$ cat config.mk
export PLATFORM = sky130hd
export DESIGN_NAME = srt_cell
export DESIGN_NICKNAME = d
export VERILOG_FILES = /design/src/stream_rank_tracker_unit_defines.svh /design/src/srt_pkg.sv /design/src/srt_cell.sv
export SDC_FILE = /design/constraint.sdc
export NUM_CORES = 1
export LEC_CHECK = 0
export BUFFER_PORTS_ARGS = -buffer_cell sky130_fd_sc_hd__buf_2
export CAP_MARGIN = 20
export CORE_ASPECT_RATIO = 0.7
export CORE_UTILIZATION = 54
export DETAILED_ROUTE_END_ITERATION = 10
export GPL_ROUTABILITY_DRIVEN = 0
export GPL_TIMING_DRIVEN = 0
export HOLD_SLACK_MARGIN = 0.1
export PLACE_DENSITY = 0.85
export SLEW_MARGIN = 20
export SYNTH_ARGS = -nofsm -noshare
export SYNTH_HDL_FRONTEND = slang
export SYNTH_SLANG_ARGS = --single-unit
$ cat constraint.sdc
create_clock -name clk -period 6.3 [get_ports clk]
set_input_delay 0.63 -clock clk [delete_from_list [all_inputs] [get_ports clk]]
set_output_delay 0.63 -clock clk [all_outputs]
set_load 0.01 [all_outputs]
$ cat src/stream_rank_tracker_unit_defines.svh
// Assertion macros for the stream rank tracker.
// Used by modules that take clk and arst_n as their clock and reset.
`ifndef STREAM_RANK_TRACKER_UNIT_DEFINES_SVH
`define STREAM_RANK_TRACKER_UNIT_DEFINES_SVH

// same-cycle implication
`define SRT_ASSERT_IMPL(label, ante, cons, msg) \
	label: assert property (@(posedge clk) disable iff (!arst_n) (ante) |-> (cons)) \
		else $error(msg);

// next-cycle implication
`define SRT_ASSERT_NEXT(label, ante, cons, msg) \
	label: assert property (@(posedge clk) disable iff (!arst_n) (ante) |=> (cons)) \
		else $error(msg);

`endif

$ cat src/srt_pkg.sv
// Shared types and constants for the stream rank tracker.
// No dependencies.
package srt_pkg;

	localparam int unsigned VALUE_W = 32;
	localparam int unsigned OUT_W   = 7;

	typedef enum logic {
		OP_TRACK = 1'b0,
		OP_QUERY = 1'b1
	} opcode_t;

	typedef struct packed {
		logic    valid;
		opcode_t op;
		logic    drop;
	} stage_ctl_t;

endpackage

$ cat src/srt_cell.sv
// One cell of the rank chain: holds one stored value, compares passing queries
// against it, captures the track beat aimed at it. Depends on srt_pkg.
module srt_cell #(
	parameter int unsigned INDEX = 0,
	parameter int unsigned CW    = 7
) (
	input  logic                               clk,
	input  logic                               arst_n,
	input  logic                               adv,
	input  srt_pkg::stage_ctl_t                ctl_in,
	input  logic signed [srt_pkg::VALUE_W-1:0] value_in,
	input  logic [CW-1:0]                      idx_in,
	input  logic [CW-1:0]                      less_in,
	input  logic [CW-1:0]                      eq_in,
	input  logic [CW-1:0]                      stored_in,
	output srt_pkg::stage_ctl_t                ctl_s1,
	output logic signed [srt_pkg::VALUE_W-1:0] value_s1,
	output logic [CW-1:0]                      idx_s1,
	output logic [CW-1:0]                      less_s1,
	output logic [CW-1:0]                      eq_s1,
	output logic [CW-1:0]                      stored_s1
);

	localparam logic [CW-1:0] MY_IDX = CW'(INDEX);

	logic signed [srt_pkg::VALUE_W-1:0] cell_value_q;
	logic                               wr_en;
	logic                               live;
	logic                               lt;
	logic                               eq;

	assign wr_en = adv && ctl_in.valid && (ctl_in.op == srt_pkg::OP_TRACK)
		&& !ctl_in.drop && (idx_in == MY_IDX);
	// for a query, idx carries the fill count seen at entry
	assign live  = ctl_in.valid && (ctl_in.op == srt_pkg::OP_QUERY) && (MY_IDX < idx_in);
	assign lt    = live && (cell_value_q < value_in);
	assign eq    = live && (cell_value_q == value_in);

	always_ff @(posedge clk or negedge arst_n) begin
		if (!arst_n) begin
			ctl_s1 <= '0;
		end else if (adv) begin
			ctl_s1 <= ctl_in;
		end
	end

	always_ff @(posedge clk) begin
		if (adv) begin
			value_s1  <= value_in;
			idx_s1    <= idx_in;
			less_s1   <= less_in + CW'(lt);
			eq_s1     <= eq_in + CW'(eq);
			stored_s1 <= stored_in;
		end
		if (wr_en) begin
			cell_value_q <= value_in;
		end
	end

endmodule
# Word level (Yosys, flattened, before mapping)
# Index checks and enable logic that the tools add are counted.
# word_totals
out_inout_bits	63
n_memories	0
latch_bits	0
ram_bits	0
in_bits	66
rom_bits	0
ff_bits	95
word_cells	25
# classes
n_bitwise	1
magnitude_cmp	2
add_sub_neg	2
n_eq_ne	1
shifts	0
n_div	0
muxes	0
n_reduce_logical	10
mul	0
# op_table
operator	n
$eq 32x32->1	1
$lt 32x32->1	1
$add 7x1->7	2
$logic_and 1x1->1	8
$logic_not 7->1	1
$lt 1x7->1 const A	1
$logic_not 1->1	1
$not 1->1	1

# Logic depth before layout (Yosys ltp)
# Gate-level depths: netlist of the first run.
# logic_depth
depth_word	4
ltp_mapped	12
ltp_nobuf	12

# Worst setup path after synthesis of the first run
# No wires, ideal clock.
# synth_path
path_kind	input port to flip-flop
startpoint	input idx_in[2]
endpoint	register cell_value_q[0] in the netlist's numbering (enable)
arrival_time_ns	3.428
path_slack_ns	2.411
n_path_buf	0
t_required_ns	5.839
setup_ns	0.461
path_stages	2
cell_sequence	or4_4 nor3_1
# synth_via
elab_chain_len	2
# synth_lines
item	line_no	rtl
from (decl)	srt_cell.sv:12	input logic [CW-1:0] idx_in,
$logic_not 7->1	srt_cell.sv:33	&& !ctl_in.drop && (idx_in == MY_IDX);
$logic_and 1x1->1	srt_cell.sv:33	
via wr_en	srt_cell.sv:27	logic wr_en;
to (signal assigned)	srt_cell.sv:56	cell_value_q <= value_in;
to (decl)	srt_cell.sv:26	logic signed [srt_pkg::VALUE_W-1:0] cell_value_q;
# The timed path passes the listed nets, and every way through them passes these cells.
# A chain may end at the register's enable or synchronous reset.

# Final worst setup path of the first run
# layout_path
startpoint	input value_in[15] in the netlist's numbering
endpoint	register less_s1[6] (data pin)
# layout_via
elab_chain_len	3
# layout_lines
item	line_no	rtl
from (decl)	srt_cell.sv:11	input logic signed [srt_pkg::VALUE_W-1:0] value_in,
$lt 32x32->1	srt_cell.sv:36	assign lt = live && (cell_value_q < value_in);
$logic_and 1x1->1	srt_cell.sv:36	
$add 7x1->7	srt_cell.sv:51	less_s1 <= less_in + CW'(lt);
to (signal assigned)	srt_cell.sv:51	
to (decl)	srt_cell.sv:19	output logic [CW-1:0] less_s1,
# Every way passes these cells.

==> results of run 1 <==
[worst min-delay path by stage]
stage	slack [ns]	cells past startpoint	end	from
2_1_floorplan	0.33	0	ctl_s1[0]	arst_n
3_3_place_gp	0.43	1	ctl_s1[1]	arst_n
3_5_place_dp	0.43	1	ctl_s1[0]	arst_n
4_1_cts	0.44	1	stored_s1[5]	stored_in[5]
5_1_grt	0.43	1	stored_s1[1]	stored_in[1]
6_report	0.45	1	stored_s1[5]	stored_in[5]
[registers in the layout, summed over array words and instances, names as in the netlist]
name and count:
cell_value_q 32, ctl_s1 3, value_s1 32, stored_s1 7, idx_s1 7, eq_s1 7, less_s1 7
[report_power, final]
part	internal (mW)	switching, mW	leakage, nW
Combinational	0.0520	0.0678	1.16
Sequential	0.728	0.00731	0.910
Clock	0.182	0.203	0.0876
[layout make-up]
cell class	count	area [um^2]	area share
inverters	33	124	0.0252
flip-flops and latches	95	2840	0.577
clock buffers	10	128	0.0259
well taps	94	118	0.0239
repair buffers	132	679	0.138
clock inverters	6	61.3	0.0125
multi-input cells	118	975	0.198
[kinds of logic (layout without fill, tap and decap cells)]
group                    Yosys count  count (layout)  share of synthesized area
AND/OR/NAND/NOR                   41              41                     0.0570
AO/OA/AOI/OAI                     28              28                     0.0433
multiplexers                       3               3                    0.00955
buffers and inverters             33             181                     0.0315
flip-flops                        95              95                      0.722
XOR/XNOR                          10              10                     0.0223
adder cells (fa/ha/maj)           36              36                      0.115
[cell usage in the layout (no fill, tap or decap), drive strengths merged, types with 2 or more instances in the layout]
cell type  count
clkinvlp       2
o211ai         2
nor2b          2
mux2           3
a21o           2
buf          131
nor2           3
a211oi         2
xor2           4
nand4          7
nand2          9
clkbuf        10
or3            2
nor3           2
o21ai          6
and3           4
nor4           2
inv           33
dfrtp          3
edfxtp        92
clkinv         3
nand3          7
a21oi         13
xnor2          6
ha            36
[through the flow]
step,instances,util
after floorplan,246,-
after global placement,468,0.681
after detailed placement,471,0.686
after CTS,488,0.715
after global routing,488,0.715
final,488,0.715
[layer usage]
layer,up-vias,track usage
met5,-,0
met4,0,0.0619
met3,7,0.0603
met2,97,0.337
met1,1165,0.256
li1,1208,-
[what timing repair did]
item | in CTS | in global routing
endpoints found under the hold margin | 3 | 0
buffers inserted | 0 | 0
hold buffers | 1 | 0
endpoints found under the setup margin | 0 | 0
[worst reg2reg max path: stages (launching register included)]
cell and delay [ns]:
edfxtp_1 0.38, ha_1 0.33, nand4_1 0.15, nor4_1 0.46, a21boi_1 0.24, o32ai_1 0.12
mux2_4 0.33, ha_1 0.21, ha_1 0.21, and3_1 0.17, nand3_1 0.11, xnor2_1 0.06
==> run_results.csv, run 1 <==
group,metric,value,unit
status,status,"complete, no violations",
drt,top_layer_used,"met4",
logic_synthesis,synth.avg_cell_area,16.0,um^2
cts,cts_buffer_depth,2,
logic_synthesis,synth.area.top_cells,"edfxtp_1 70%, ha_1 11%, inv_1 3.2%",
cts,cts_tree,"built",
logic_synthesis,yosysMostFrequentCell,"edfxtp_1",
finish,syn_to_final_growth,25.2,%
finish,drive_above_1_share,0.381,
logic_synthesis,synthFlopType,"edfxtp_1",
finish,diodes,0,
grt,grt_pass1_vias,2434,
critical_path,slowest_delay,0.46,ns
pwr,p_leak,2.16,nW
drt,routed_via_density,5.08,
floorplan,initial_core_util,0.571,
grt,grt_use_total,0.200,
drt,totalWireLength,7140,um
timing,max_freq,329,MHz
cts,path_clk_slew,0.09,ns
critical_path,worst-path-stages,13,
drt,wl_per_cell,14.6,um
grt,overflow,0,
drt,wl_met2,3460,um
critical_path,crit_start,"value_in[15]",
timing,slew_violations,0,
floorplan,fp.dieArea,7630,um^2
cts,cts_buffers,9,
timing,max_slew.worst_pin.slew,0.773,ns
hold_path,hold_class,"in2reg",
cts,h-tree-depth,3,
critical_path,worstPathCellList,"buf_2 > inv_1 > ha_1 > nand4_1 > nor4_1 > a21boi_1 > o32ai_1 > mux2_4 > ha_1 > ha_1 > and3_1 > nand3_1 > xnor2_1",
job,cap_viol_max_count,0,
drt,first_iter_violations,106,
placed_design,place_area,4720,um^2
critical_path,crit_path_end,"less_s1[6]",
timing,fin_crit_sh,0.483,
critical_path,start_kind,"input pin",
placed_design,io_buffers,128,
floorplan,pin_count,129,
logic_synthesis,synth_edf_count,92,
floorplan,rows,25,
logic_synthesis,ys_async_sr_fraction,0.0316,
floorplan,die_w,104,um
drt,wl_met1,3170,um
logic_synthesis,syn_area,3930,um^2
drt,drc,0,
critical_path,r2r-start,"cell_value_q[15]",
logic_synthesis,ys_seq_area_frac,0.722,
timing,setup_tns,0,ns
timing,setup_slack,3.26,ns
critical_path,ff2ff_setup_slack,3.30,ns
timing,setup_violations,0,
critical_path,crit_family,"simple AND/OR/NAND/NOR gates",
logic_synthesis,yosys-top-cells-count,"92 x edfxtp_1, 36 x ha_1, 33 x inv_1, 13 x a21oi_1, 9 x nand2_1",
logic_synthesis,synth_top_cell_by_area,"edfxtp_1",
grt,antenna_found_initial,0,
placed_design,dpl_worst_slack,2.86,ns
timing,post-route-min-period,3.04,ns
cts,clk_latency,0.35,ns
drt,firstDrtPassIters,5,
timing,hold_viol_final,0,
critical_path,rr_endpoint,"less_s1[6]",
cts,ctsResizeCount,0,
cts,clock-root-buffer,"clkbuf_8",
logic_synthesis,synth_top_area_frac,0.703,
drt,met3_length,466,um
pwr,p_per_area,252,nW/um^2
timing,clock_skew,0.00641,ns
critical_path,worstRegToRegCells,11,
cts,cts.sinks,95,
grt,grt_pass1_wl,11400,um
critical_path,cp_slowest_cell,"nor4_1",
logic_synthesis,ys_types,29,
finish,finish.instance_area,4920,um^2
critical_path,end_kind,"flop",
critical_path,crit_type,"in2reg",
logic_synthesis,synthCells,246,
placed_design,dpl.hpwl,5510,um
pwr,power,1.24,mW
timing,rsz0062_at_grt,"no",
timing,holdWs,0.447,ns
floorplan,die_h,73.4,um
finish,finalNetCount,491,
finish,fillers,503,
critical_path,critPathMaxFanout,3,
pwr,ir_drop,0.179,mV
drt,vias,2477,
floorplan,coreArea,6880,um^2
grt,grt_max_degree,65,
drt,ant_nets,0,
critical_path,cp_num_buf_inv,2,
logic_synthesis,ys_ff_latch,95,
logic_synthesis,synth_nets,348,
logic_synthesis,yosysWarnings,0,
critical_path,cp.arrival,3.16,ns
critical_path,cp_data_required_time,6.42,ns
critical_path,path_common_cell,"ha_1",
timing,worst_slew_margin_rel,0.485,
Note: power is estimated with default switching activity, not from simulation.
==> run 2, diff against run 1 <==
Settings changed: CORE_UTILIZATION 54 to 50, PLACE_DENSITY 0.85 to 0.8.
Clock period 6.3 ns to 3.1 ns, I/O delays scaled along.
==> run_results.csv, run 2 (synthesis results as in run 1) <==
group,metric,value,unit
status,status,"complete, no violations",
finish,layout_commonest_cell,"buf_2",
drt,drc,0,
timing,holdWs,0.127,ns
critical_path,critPathMaxFanout,3,
cts,h-tree-depth,3,
drt,routed_via_density,4.99,
timing,setup_violations,0,
drt,ant_nets,0,
grt,grt_max_degree,65,
finish,finalNetCount,490,
cts,clock-root-buffer,"clkbuf_8",
pwr,switchingPower,0.590,mW
drt,wl_per_cell,14.9,um
placed_design,place_area,4750,um^2
pwr,clkPwrFrac,0.294,
pwr,ir_drop,0.257,mV
timing,max_freq,348,MHz
finish,final_cells,491,
drt,firstDrtPassIters,4,
timing,post-route-min-period,2.87,ns
finish,reg_top3,"cell_value_q (32), value_s1 (32)",
timing,clock_skew,0.00533,ns
timing,max_slew.worst_pin.slew,0.792,ns
pwr,p_per_area,498,nW/um^2
critical_path,cp.arrival,2.98,ns
cts,cts.sinks,95,
finish,drive_above_1_share,0.394,
pwr,swShare,0.239,
timing,worst_slew_margin_rel,0.472,
drt,top_layer_used,"met4",
timing,rsz0062_at_grt,"no",
timing,fin_crit_sh,0.926,
drt,vias,2450,
pwr,power,2.47,mW
hold_path,hold_class,"in2reg",
critical_path,path_common_cell,"ha_1",
grt,grt_pass1_wl,11600,um
cts,cts_buffers,9,
drt,wl_met2,3320,um
critical_path,end_kind,"flop",
placed_design,dp_cells,474,
critical_path,slowest_delay,0.38,ns
cts,cts_buffer_depth,2,
job,cap_viol_max_count,0,
critical_path,crit_type,"reg2reg",
drt,first_iter_violations,54,
finish,finish.instance_area,4960,um^2
grt,grt_use_total,0.186,
critical_path,cp_slowest_cell,"edfxtp_1",
floorplan,fp.dieArea,8230,um^2
cts,clk_latency,0.35,ns
finish,diodes,0,
cts,cts_setup_buffers,0,
floorplan,rows,26,
floorplan,pin_count,129,
drt,wl_met1,3490,um
timing,slew_violations,0,
critical_path,worstPathCellList,"ha_1 > nand4_1 > nor4_4 > a21boi_2 > o32ai_1 > mux2_4 > ha_1 > ha_1 > and3_1 > nand3_1 > xnor2_1",
timing,setup_tns,0,ns
cts,path_clk_slew,0.09,ns
pwr,p_leak,2.18,nW
placed_design,dpl.hpwl,5430,um
drt,totalWireLength,7300,um
pwr,power.internal,1.88,mW
drt,met3_length,428,um
critical_path,start_kind,"flop",
grt,grt_pass1_vias,2448,
finish,syn_to_final_growth,26.1,%
pwr,pwr-share-comb,0.100,
cts,cts_tree,"built",
grt,overflow,0,
pwr,seqPwrFrac,0.605,
floorplan,die_w,108,um
floorplan,die_h,76.2,um
grt,antenna_found_initial,0,
floorplan,coreArea,7450,um^2
critical_path,cp_data_required_time,3.21,ns
timing,hold_viol_final,0,
finish,layout_common_cells,"127 x buf_2, 92 x edfxtp_1, 36 x ha_1",
placed_design,io_buffers,128,
floorplan,initial_core_util,0.528,
## run 2: cell count changes in the layout (fill, tap and decap cells not counted), sizes merged
| cell | delta |
|---|---|
| inv | +2 |
| buf | -1 |
| bufinv | -1 |
| clkbuf | -1 |
## run 2: power groups by stage
stage          Clock, mW  Combinational, mW  Sequential [mW]
6_report           0.727              0.248             1.49
5_1_grt            0.788              0.275             1.50
4_1_cts            0.750              0.250             1.50
3_5_place_dp           0              0.248             1.52
3_3_place_gp           0              0.236             1.52
2_1_floorplan          0             0.0560             1.56
## run 2: per-stage QoR
stage,setup WS [ns],util
floorplan,0.461,-
global placement,-1.07,0.631
detailed placement,-0.0518,0.638
CTS,0.0296,0.662
global route,0.0510,0.665
finish,0.230,0.665
## run 2: worst paths after layout
kind	startpoint	end	slack [ns]	cells after the start
min reg2reg	ctl_s1[1]	ctl_s1[1]	0.53	1
min	stored_in[5]	stored_s1[5]	0.13	1
max reg2reg	cell_value_q[15]	less_s1[6]	0.23	11
min in group asynchronous	arst_n	ctl_s1[2]	0.27	2
max in group asynchronous	arst_n	ctl_s1[1]	2.72	2
max	cell_value_q[15]	less_s1[6]	0.23	11
## run 2: area by class of cell
cell class	instances	area (um^2)
clock buffers	9	124
clock inverters	7	47.5
fillers	560	2490
inverters	33	124
multi-input cells	118	1010
flip-flops and latches	95	2840
well taps	98	123
repair buffers	131	696
## run 2: critical path, delay by kind of cell, from the launching register on
family | cells | cell delay [ns]
adder cells (fa/ha/maj) | 3 | 0.75
XOR/XNOR | 1 | 0.07
AND/OR/NAND/NOR | 4 | 0.80
AO/OA/AOI/OAI | 2 | 0.31
flip-flops | 1 | 0.38
multiplexers | 1 | 0.32
## run 2: metal layers
metal	vias up	global-route usage
met2	85	0.290
li1	1203	-
met5	-	0
met4	0	0.0507
met1	1155	0.251
met3	7	0.0582
## run 2: what timing repair did
action,4_1_cts,5_1_grt
endpoints found under the setup margin,0,2
gates resized for setup,0,4
hold buffers,1,0
hold endpoints to repair,3,0
